==> config.mk <==
export PLATFORM = sky130hd
export DESIGN_NAME = gha_ram
export DESIGN_NICKNAME = d
export VERILOG_FILES = /design/src/rtl/core/gha_ram.sv
export SDC_FILE = /design/constraint.sdc
export NUM_CORES = 1
export LEC_CHECK = 0
export ABC_AREA = 1
export BUFFER_PORTS_ARGS = -buffer_cell sky130_fd_sc_hd__clkbuf_2
export CORE_ASPECT_RATIO = 0.9
export CORE_UTILIZATION = 61
export DETAILED_ROUTE_END_ITERATION = 8
export GPL_ROUTABILITY_DRIVEN = 0
export PLACE_DENSITY = 0.84
export SYNTH_ARGS = -nofsm -noshare
export SYNTH_HDL_FRONTEND = slang
export SYNTH_SLANG_ARGS = --single-unit
==> constraint.sdc <==
create_clock -name clk -period 1.29 [get_ports clk]
set_input_delay 0.258 -clock clk [delete_from_list [all_inputs] [get_ports clk]]
set_output_delay 0.258 -clock clk [all_outputs]
set_load 0.005 [all_outputs]
==> src/rtl/core/gha_ram.sv <==
// Single-port-write, single-port-read synchronous RAM with registered read data.
module gha_ram #(
  parameter int WIDTH = 8,
  parameter int DEPTH = 16,
  parameter int AW    = $clog2(DEPTH)
) (
  input  logic             clk,
  input  logic             we,
  input  logic [AW-1:0]    waddr,
  input  logic [WIDTH-1:0] wdata,
  input  logic             re,
  input  logic [AW-1:0]    raddr,
  output logic [WIDTH-1:0] rdata
);

  logic [WIDTH-1:0] mem [DEPTH];

  always_ff @(posedge clk) begin
    if (we) begin
      mem[waddr] <= wdata;
    end
  end

  always_ff @(posedge clk) begin
    if (re) begin
      rdata <= mem[raddr];
    end
  end

endmodule
=== Yosys cells after proc, flatten, opt, wreduce, memory -nomap -nowiden ===
Memory sizes are Yosys's and may differ from the RTL's. A register that Yosys moved wholly into a read port is not among the register bits.
Cells that the tools add are included.

* Word-level logic and storage cells: 3
* Output and inout bits: 8
* Memories: 1
* Bits of input ports: 19
* Register bits: 0
* RAM bits: 128

{| class="wikitable"
|+ Memories
! name !! words !! bits a word !! read ports !! clocked after Yosys merged registers in !! wr ports !! RTL line !! text
|-
| mem || 16 || 8 || 1 || 1 || 1 || 16 || <nowiki>logic [WIDTH-1:0] mem [DEPTH];</nowiki>
|}

* Mux-type cells: 2

{| class="wikitable"
|+ Operators by type and width
! operator !! number
|-
| $mux 1 || 2
|}

=== Longest topological paths before layout ===
Gate-level depths: netlist (run 1).

* Word-level depth: 2
* Depth in mapped cells: 8
* Mapped depth without buffers: 7

=== Worst setup path before layout (run 1) ===
OpenSTA, ideal clock, no wires.

* Kind: input to register
* Start: input waddr[3]
* End: memory mem[4][0] (enable)
* Setup slack: 81 ps
* Cell stages on the path: 2
* Arrival: 839 ps
* Path through: nand3b_1 > nor2_1

{| class="wikitable"
|+ RTL lines
! what !! RTL line !! text
|-
| start: declaration || 9 || <nowiki>input logic [AW-1:0] waddr,</nowiki>
|-
| end: declaration || 16 ||
|}

Straight into the memory's write port.

=== Final worst setup path (run 1) ===
* Start: register rdata[6], read port of mem
* End: output rdata[6]

{| class="wikitable"
|+ RTL lines
! what !! RTL line !! text
|-
| start: declaration || 13 || <nowiki>output logic [WIDTH-1:0] rdata</nowiki>
|}

No word-level cell between the ends.

==> flow_summary.toml, run 1 <==
[run_status]
outcome = "finished, violations left"
violations = "negative setup slack"

[grt]
grt_antenna_before_repair = 0
global_router_s_overall_resource_usage_pct = 30.6
grt_pass1_vias = 4136
grt_start_max_net_pins = 45
grt_first_pass_wirelength_um = 21700
grt_total_ovfl = 0

[power]
post_layout_total_power_mw = 10.7
cellPowerDensity_nw_per_um2 = 1560
vdd_ir_drop_max_mv = 1.21
leakagePower_nw = 2.99

[detailed_routing]
avgRoutedWirePerCell_um = 19.1
route.detailed.vias_per_inst = 5.63
total_routed_wirelength_um = 14000
total_number_of_vias = 4130
dr.first_iter.drc_count = 449
post-route-drc-count = 0
antenna_violating_nets_post_route = 0
drt-pass1-iter-count = 7

[sta]
fmax_mhz = 744
timing.clock.skew_ns = 0.00923
finalCritPeriodShare_pct = 104
layout_min_cycle_time_ns = 1.34
maxSlewHeadroom_pct = 58.4
timing.final.setup_violations = 4
worst_pin_slew_ns = 0.623
rsz_0062_raised_after_global_routing = "true"
final_report_hold_violation_count = 0
timing.final.max_slew_violations = 0
final_critical_path_setup_slack_ns = -0.0532

[clocking]
clock_tree_buf_depth = 2
clk_root_buffer_cell = "sky130_fd_sc_hd__clkbuf_8"
cts.sinks = 136
clk-insertion-delay-late_ns = 0.52
cts_hold_buffers = 0
clkSlewWorstSetupHoldPaths_ns = 0.06
tritoncts = "built"
cts_made_buffers = 17
htree_num_levels = 4

[die]
dieHeight_um = 94.9
dieWidth_um = 105
die-area_um2 = 9980
initial_utilization_pct = 63.5
rows = 33
boundaryPins = 27
placeableCoreArea_um2 = 9210

[run]
timing.max_cap.violations = 0

[setup_path]
cp_data_arrival_time_ns = 1.09
critical_path.n_buffers_inverters = 1
cp_top_family = "flip-flops"
critical_path_peak_fanout = 1
critical_path.endpoint_type = "primary output"
reg2reg_setup_slack_ns = 0.12
setup.worst_path.class = "reg2out"
setup.worst_path.start_class = "flip-flop"
critPathSlowestCell = "sky130_fd_sc_hd__edfxtp_1"
cpPeakStageDelay_ns = 0.43
worst_ep_required_time_ns = 1.03
cp_cell_sequence = "clkbuf_2"

[final_layout]
antenna_cells_inserted = 0
final_nets = 617
mostFrequentLayoutCells = "sky130_fd_sc_hd__nand2_1, sky130_fd_sc_hd__edfxtp_1, sky130_fd_sc_hd__inv_1"
layout-drive-gt1-share_pct = 12.9
filler_cell_count = 594
area.growth.synth_to_final_pct = 17.0
postLayoutCellArea_um2 = 6840
layout.cells.most_common = "sky130_fd_sc_hd__nand2_1"

[synthesis]
yosysSeqAreaShare_pct = 69.8
post_synthesis_adder_cell_area_fraction_pct = 0
yosys_warnings = 0
synth_compound_area_share_pct = 0
dominant_combinational_cell_family_by_area_after_synthesis = "simple AND/OR/NAND/NOR gates"
synthesis.area_per_instance_um2 = 10.6
yosys-mux-area-fraction_pct = 0
yosys.area_share.xor_xnor_pct = 0
synth.ff_latch_count = 136
syn-instance-count = 551
netlist_area_um2 = 5850
synth_area_in_simple_gates_pct = 20.8
yosys.cell_types.count = 11
postSynthNetCount = 570

[placement]
post_dp_cell_area_um2 = 6230
detailedPlace.worstSlack_ns = -0.197
place.port_buffers = 26
post-dp-hpwl_um = 8370

[min_path]
hold_path_class = "in2reg"
## cells in the mapped netlist
master	instances	share of area [%]
sky130_fd_sc_hd__buf_1	1	0.064
sky130_fd_sc_hd__buf_2	13	1.1
sky130_fd_sc_hd__buf_4	4	0.51
sky130_fd_sc_hd__buf_6	6	1.2
sky130_fd_sc_hd__edfxtp_1	136	70
sky130_fd_sc_hd__inv_1	100	6.4
sky130_fd_sc_hd__inv_2	2	0.13
sky130_fd_sc_hd__nand2_1	173	11
sky130_fd_sc_hd__nand3_1	97	8.3
sky130_fd_sc_hd__nand3b_1	2	0.26
sky130_fd_sc_hd__nor2_1	17	1.1
## routing by layer
layer	routed length, um	vias to the layer above	GRT usage (%)
li1	-	1875	-
met1	5010	1917	37.8
met2	6890	275	52.2
met3	1500	63	6.49
met4	577	0	14.8
met5	0	-	0
## sequential cells by signal (all words and copies together) (netlist names)
register,count
mem,128
rdata,8
## report_power, final
| part | switching, mW | internal, mW | total (mW) |
|---|---|---|---|
| combinational | 0.447 | 0.201 | 0.648 |
| sequential | 0.0322 | 4.98 | 5.01 |
| clock | 1.71 | 3.31 | 5.02 |
| total | 2.18 | 8.50 | 10.7 |
## final cells by class
type / instances / area [um^2] / share of cell area, %
Sequential cell: 136 / 4080 / 59.7
Multi-Input combinational cell: 289 / 1210 / 17.7
Clock buffer: 22 / 433 / 6.33
Tap cell: 122 / 153 / 2.23
Timing Repair Buffer: 52 / 400 / 5.85
Inverter: 102 / 383 / 5.60
Clock inverter: 10 / 175 / 2.56
## cell families after synthesis
| group | after synthesis |
|---|---|
| buf+inv | 126 |
| flops | 136 |
| simple gates | 289 |
## path summary, 6_finish.rpt
path                   end       start  depth (start not counted)
setup / recovery  rdata[6]    rdata[6]                          1
hold / removal    rdata[4]          re                          1
setup reg to reg  rdata[0]   mem[7][0]                          6
hold reg to reg   rdata[5]  mem[12][5]                          6
## stage by stage
stage               hold slack (ns)  TNS [ns]  util (%)  cells
global placement              0.657     -1.13      67.7    701
CTS                           0.137    -0.139      74.3    733
floorplan                     0.357         0         -    551
detailed placement            0.656     -1.39      67.7    701
finish                        0.151    -0.108      74.3    733
global route                  0.150    -0.195      74.3    733
## what timing repair did
item	4_1_cts	5_1_grt
resized for setup	0	0
buffers inserted	0	0
endpoints found under the setup margin	3	5
pin swaps	0	0
endpoints found under the hold margin	0	0
(Power assumes the default switching activity.)
==> run 2, diff against run 1 <==
REMOVE_ABC_BUFFERS = 1   (was not set)
==> run 2 against run 1 <==
The run still ends with negative setup slack left. Via count fell by 0.48%. Combinational power fell by 6.9%. Wire length fell by 5.9%. Non-clock buffer count fell by 1. Utilization fell by 0.86 points. Clock-buffer cell count fell by 4. Fmax fell by 0.23%. Global-route usage fell by 1.6 points. Largest power group is now sequential cells.
==> flow_summary.toml, run 2 (same netlist as run 1, synthesis figures left out) <==
[run_status]
outcome = "finished, violations left"
violations = "negative setup slack"

[detailed_routing]
total_routed_wirelength_um = 13100
avgRoutedWirePerCell_um = 18.0
post-route-drc-count = 0
dr.first_iter.drc_count = 423
total_number_of_vias = 4110
route.detailed.vias_per_inst = 5.61
antenna_violating_nets_post_route = 0
drt-pass1-iter-count = 5

[clocking]
cts_setup_buffers = 0
cts.sinks = 136
cts.repair.resized = 0
htree_num_levels = 4
clk-insertion-delay-late_ns = 0.52
clkSlewWorstSetupHoldPaths_ns = 0.06
cts_made_buffers = 17
cts_hold_buffers = 0
clock_tree_buf_depth = 2
clk_root_buffer_cell = "sky130_fd_sc_hd__clkbuf_8"
tritoncts = "built"

[final_layout]
post_layout_nonfiller_instances = 732
largest_register_ffs = 128
layout-drive-gt1-share_pct = 13.1
antenna_cells_inserted = 0
largestRegisters = "mem (128), rdata (8)"
final_core_utilization_pct = 73.4
final_nets = 616
area.growth.synth_to_final_pct = 15.7
largest-register = "mem"
layout.cells.most_common = "sky130_fd_sc_hd__nand2_1"
mostFrequentLayoutCells = "sky130_fd_sc_hd__nand2_1, sky130_fd_sc_hd__edfxtp_1, sky130_fd_sc_hd__inv_1"
filler_cell_count = 585

[setup_path]
setup.worst_path.class = "reg2out"
critical_path.n_buffers_inverters = 1
crit-reg2reg-capture = "rdata[7]"
cp_cell_sequence = "clkbuf_2"
critical_path.endpoint_type = "primary output"
reg2reg_setup_slack_ns = 0.08
setup.worst_path.start_class = "flip-flop"
critical_path_peak_fanout = 1
cp_top_family = "flip-flops"
worst_ep_required_time_ns = 1.03
cp_data_arrival_time_ns = 1.09
critPathSlowestCell = "sky130_fd_sc_hd__edfxtp_1"
worst-r2r-cell-count = 6
cpPeakStageDelay_ns = 0.43
regToRegStartpoint = "mem[4][7]"

[sta]
timing.clock.skew_ns = 0.00813
fmax_mhz = 743
timing.final.max_slew_violations = 0
timing.hold.ws_ns = 0.166
timing.setup.tns_ns = -0.148
final_report_hold_violation_count = 0
worst_pin_slew_ns = 0.641
rsz_0062_raised_after_global_routing = "true"
timing.final.setup_violations = 5
maxSlewHeadroom_pct = 57.2
layout_min_cycle_time_ns = 1.35
final_critical_path_setup_slack_ns = -0.0563
finalCritPeriodShare_pct = 104

[grt]
grt_antenna_before_repair = 0
grt_total_ovfl = 0
global_router_s_overall_resource_usage_pct = 29.1
grt_start_max_net_pins = 61
grt_first_pass_wirelength_um = 20700
grt_pass1_vias = 4089

[power]
cellPowerDensity_nw_per_um2 = 1520
vdd_ir_drop_max_mv = 1.24
leakagePower_nw = 2.95

[min_path]
hold_path_class = "in2reg"
hold_depth = 1
holdCritStartpoint = "re"
worst_hold_path.endpoint = "rdata[4]"

[die]
dieHeight_um = 94.9
placeableCoreArea_um2 = 9210
dieWidth_um = 105
rows = 33
initial_utilization_pct = 63.5
die-area_um2 = 9980
boundaryPins = 27

[placement]
detailedPlace.worstSlack_ns = -0.178
dp_cells = 700
post-dp-hpwl_um = 7960
place.port_buffers = 26

[run]
timing.max_cap.violations = 0
## run 2: changes by cell type in the layout (fill, tap and decap cells not counted), sizes merged
cell	delta
bufinv	-2
clkbuf	-4
clkinvlp	+1
clkinv	+4
buf	-1
inv	+1
## run 2: worst max path at each step
stage	to	from	cells after the start
final	rdata[5]	rdata[5]	1
after global routing	rdata[5]	rdata[5]	1
after CTS	rdata[5]	rdata[5]	1
after detailed placement	rdata[4]	raddr[1]	6
after global placement	rdata[4]	raddr[1]	6
after floorplan	rdata[2]	raddr[0]	6
## run 2: what timing repair did
action / in CTS / in global routing
setup endpoints to repair: 6 / 8
pin swaps: 0 / 0
gates cloned: 0 / 0
## run 2: per-stage QoR
stage	area, um^2	total power, mW
after floorplan	5680	5.36
after global placement	6190	5.65
after detailed placement	6190	5.69
after CTS	6760	10.3
after global routing	6760	10.6
final	6760	10.3
## run 2: routing by layer
metal	GRT usage (%)	vias up	wire (um)
met5	0	-	0
li1	-	1875	-
met4	9.98	0	324
met1	36.5	1941	4890
met2	49.1	256	6530
met3	8.14	38	1400
## run 2: layout make-up
class,count,area [um^2],share of cell area (%)
multi-input cells,289,1210,17.9
repair buffers,51,355,5.25
clock inverters,14,156,2.31
inverters,102,383,5.66
well taps,122,153,2.26
clock buffers,18,418,6.18
flip-flops and latches,136,4080,60.4
## run 2: power by group
part | switching [mW] | leakage [nW] | internal (mW)
registers | 0.0322 | 1.24 | 4.98
logic | 0.416 | 1.44 | 0.187
clock network | 1.76 | 0.275 | 2.92
## run 2: worst reg2reg max path, cell delays in order (launching register included)
cell	delay, ns
sky130_fd_sc_hd__edfxtp_1	0.38
sky130_fd_sc_hd__inv_1	0.06
sky130_fd_sc_hd__nand2_1	0.06
sky130_fd_sc_hd__nand3_1	0.12
sky130_fd_sc_hd__nand3_1	0.15
sky130_fd_sc_hd__nand3_1	0.13
sky130_fd_sc_hd__nand2_1	0.07
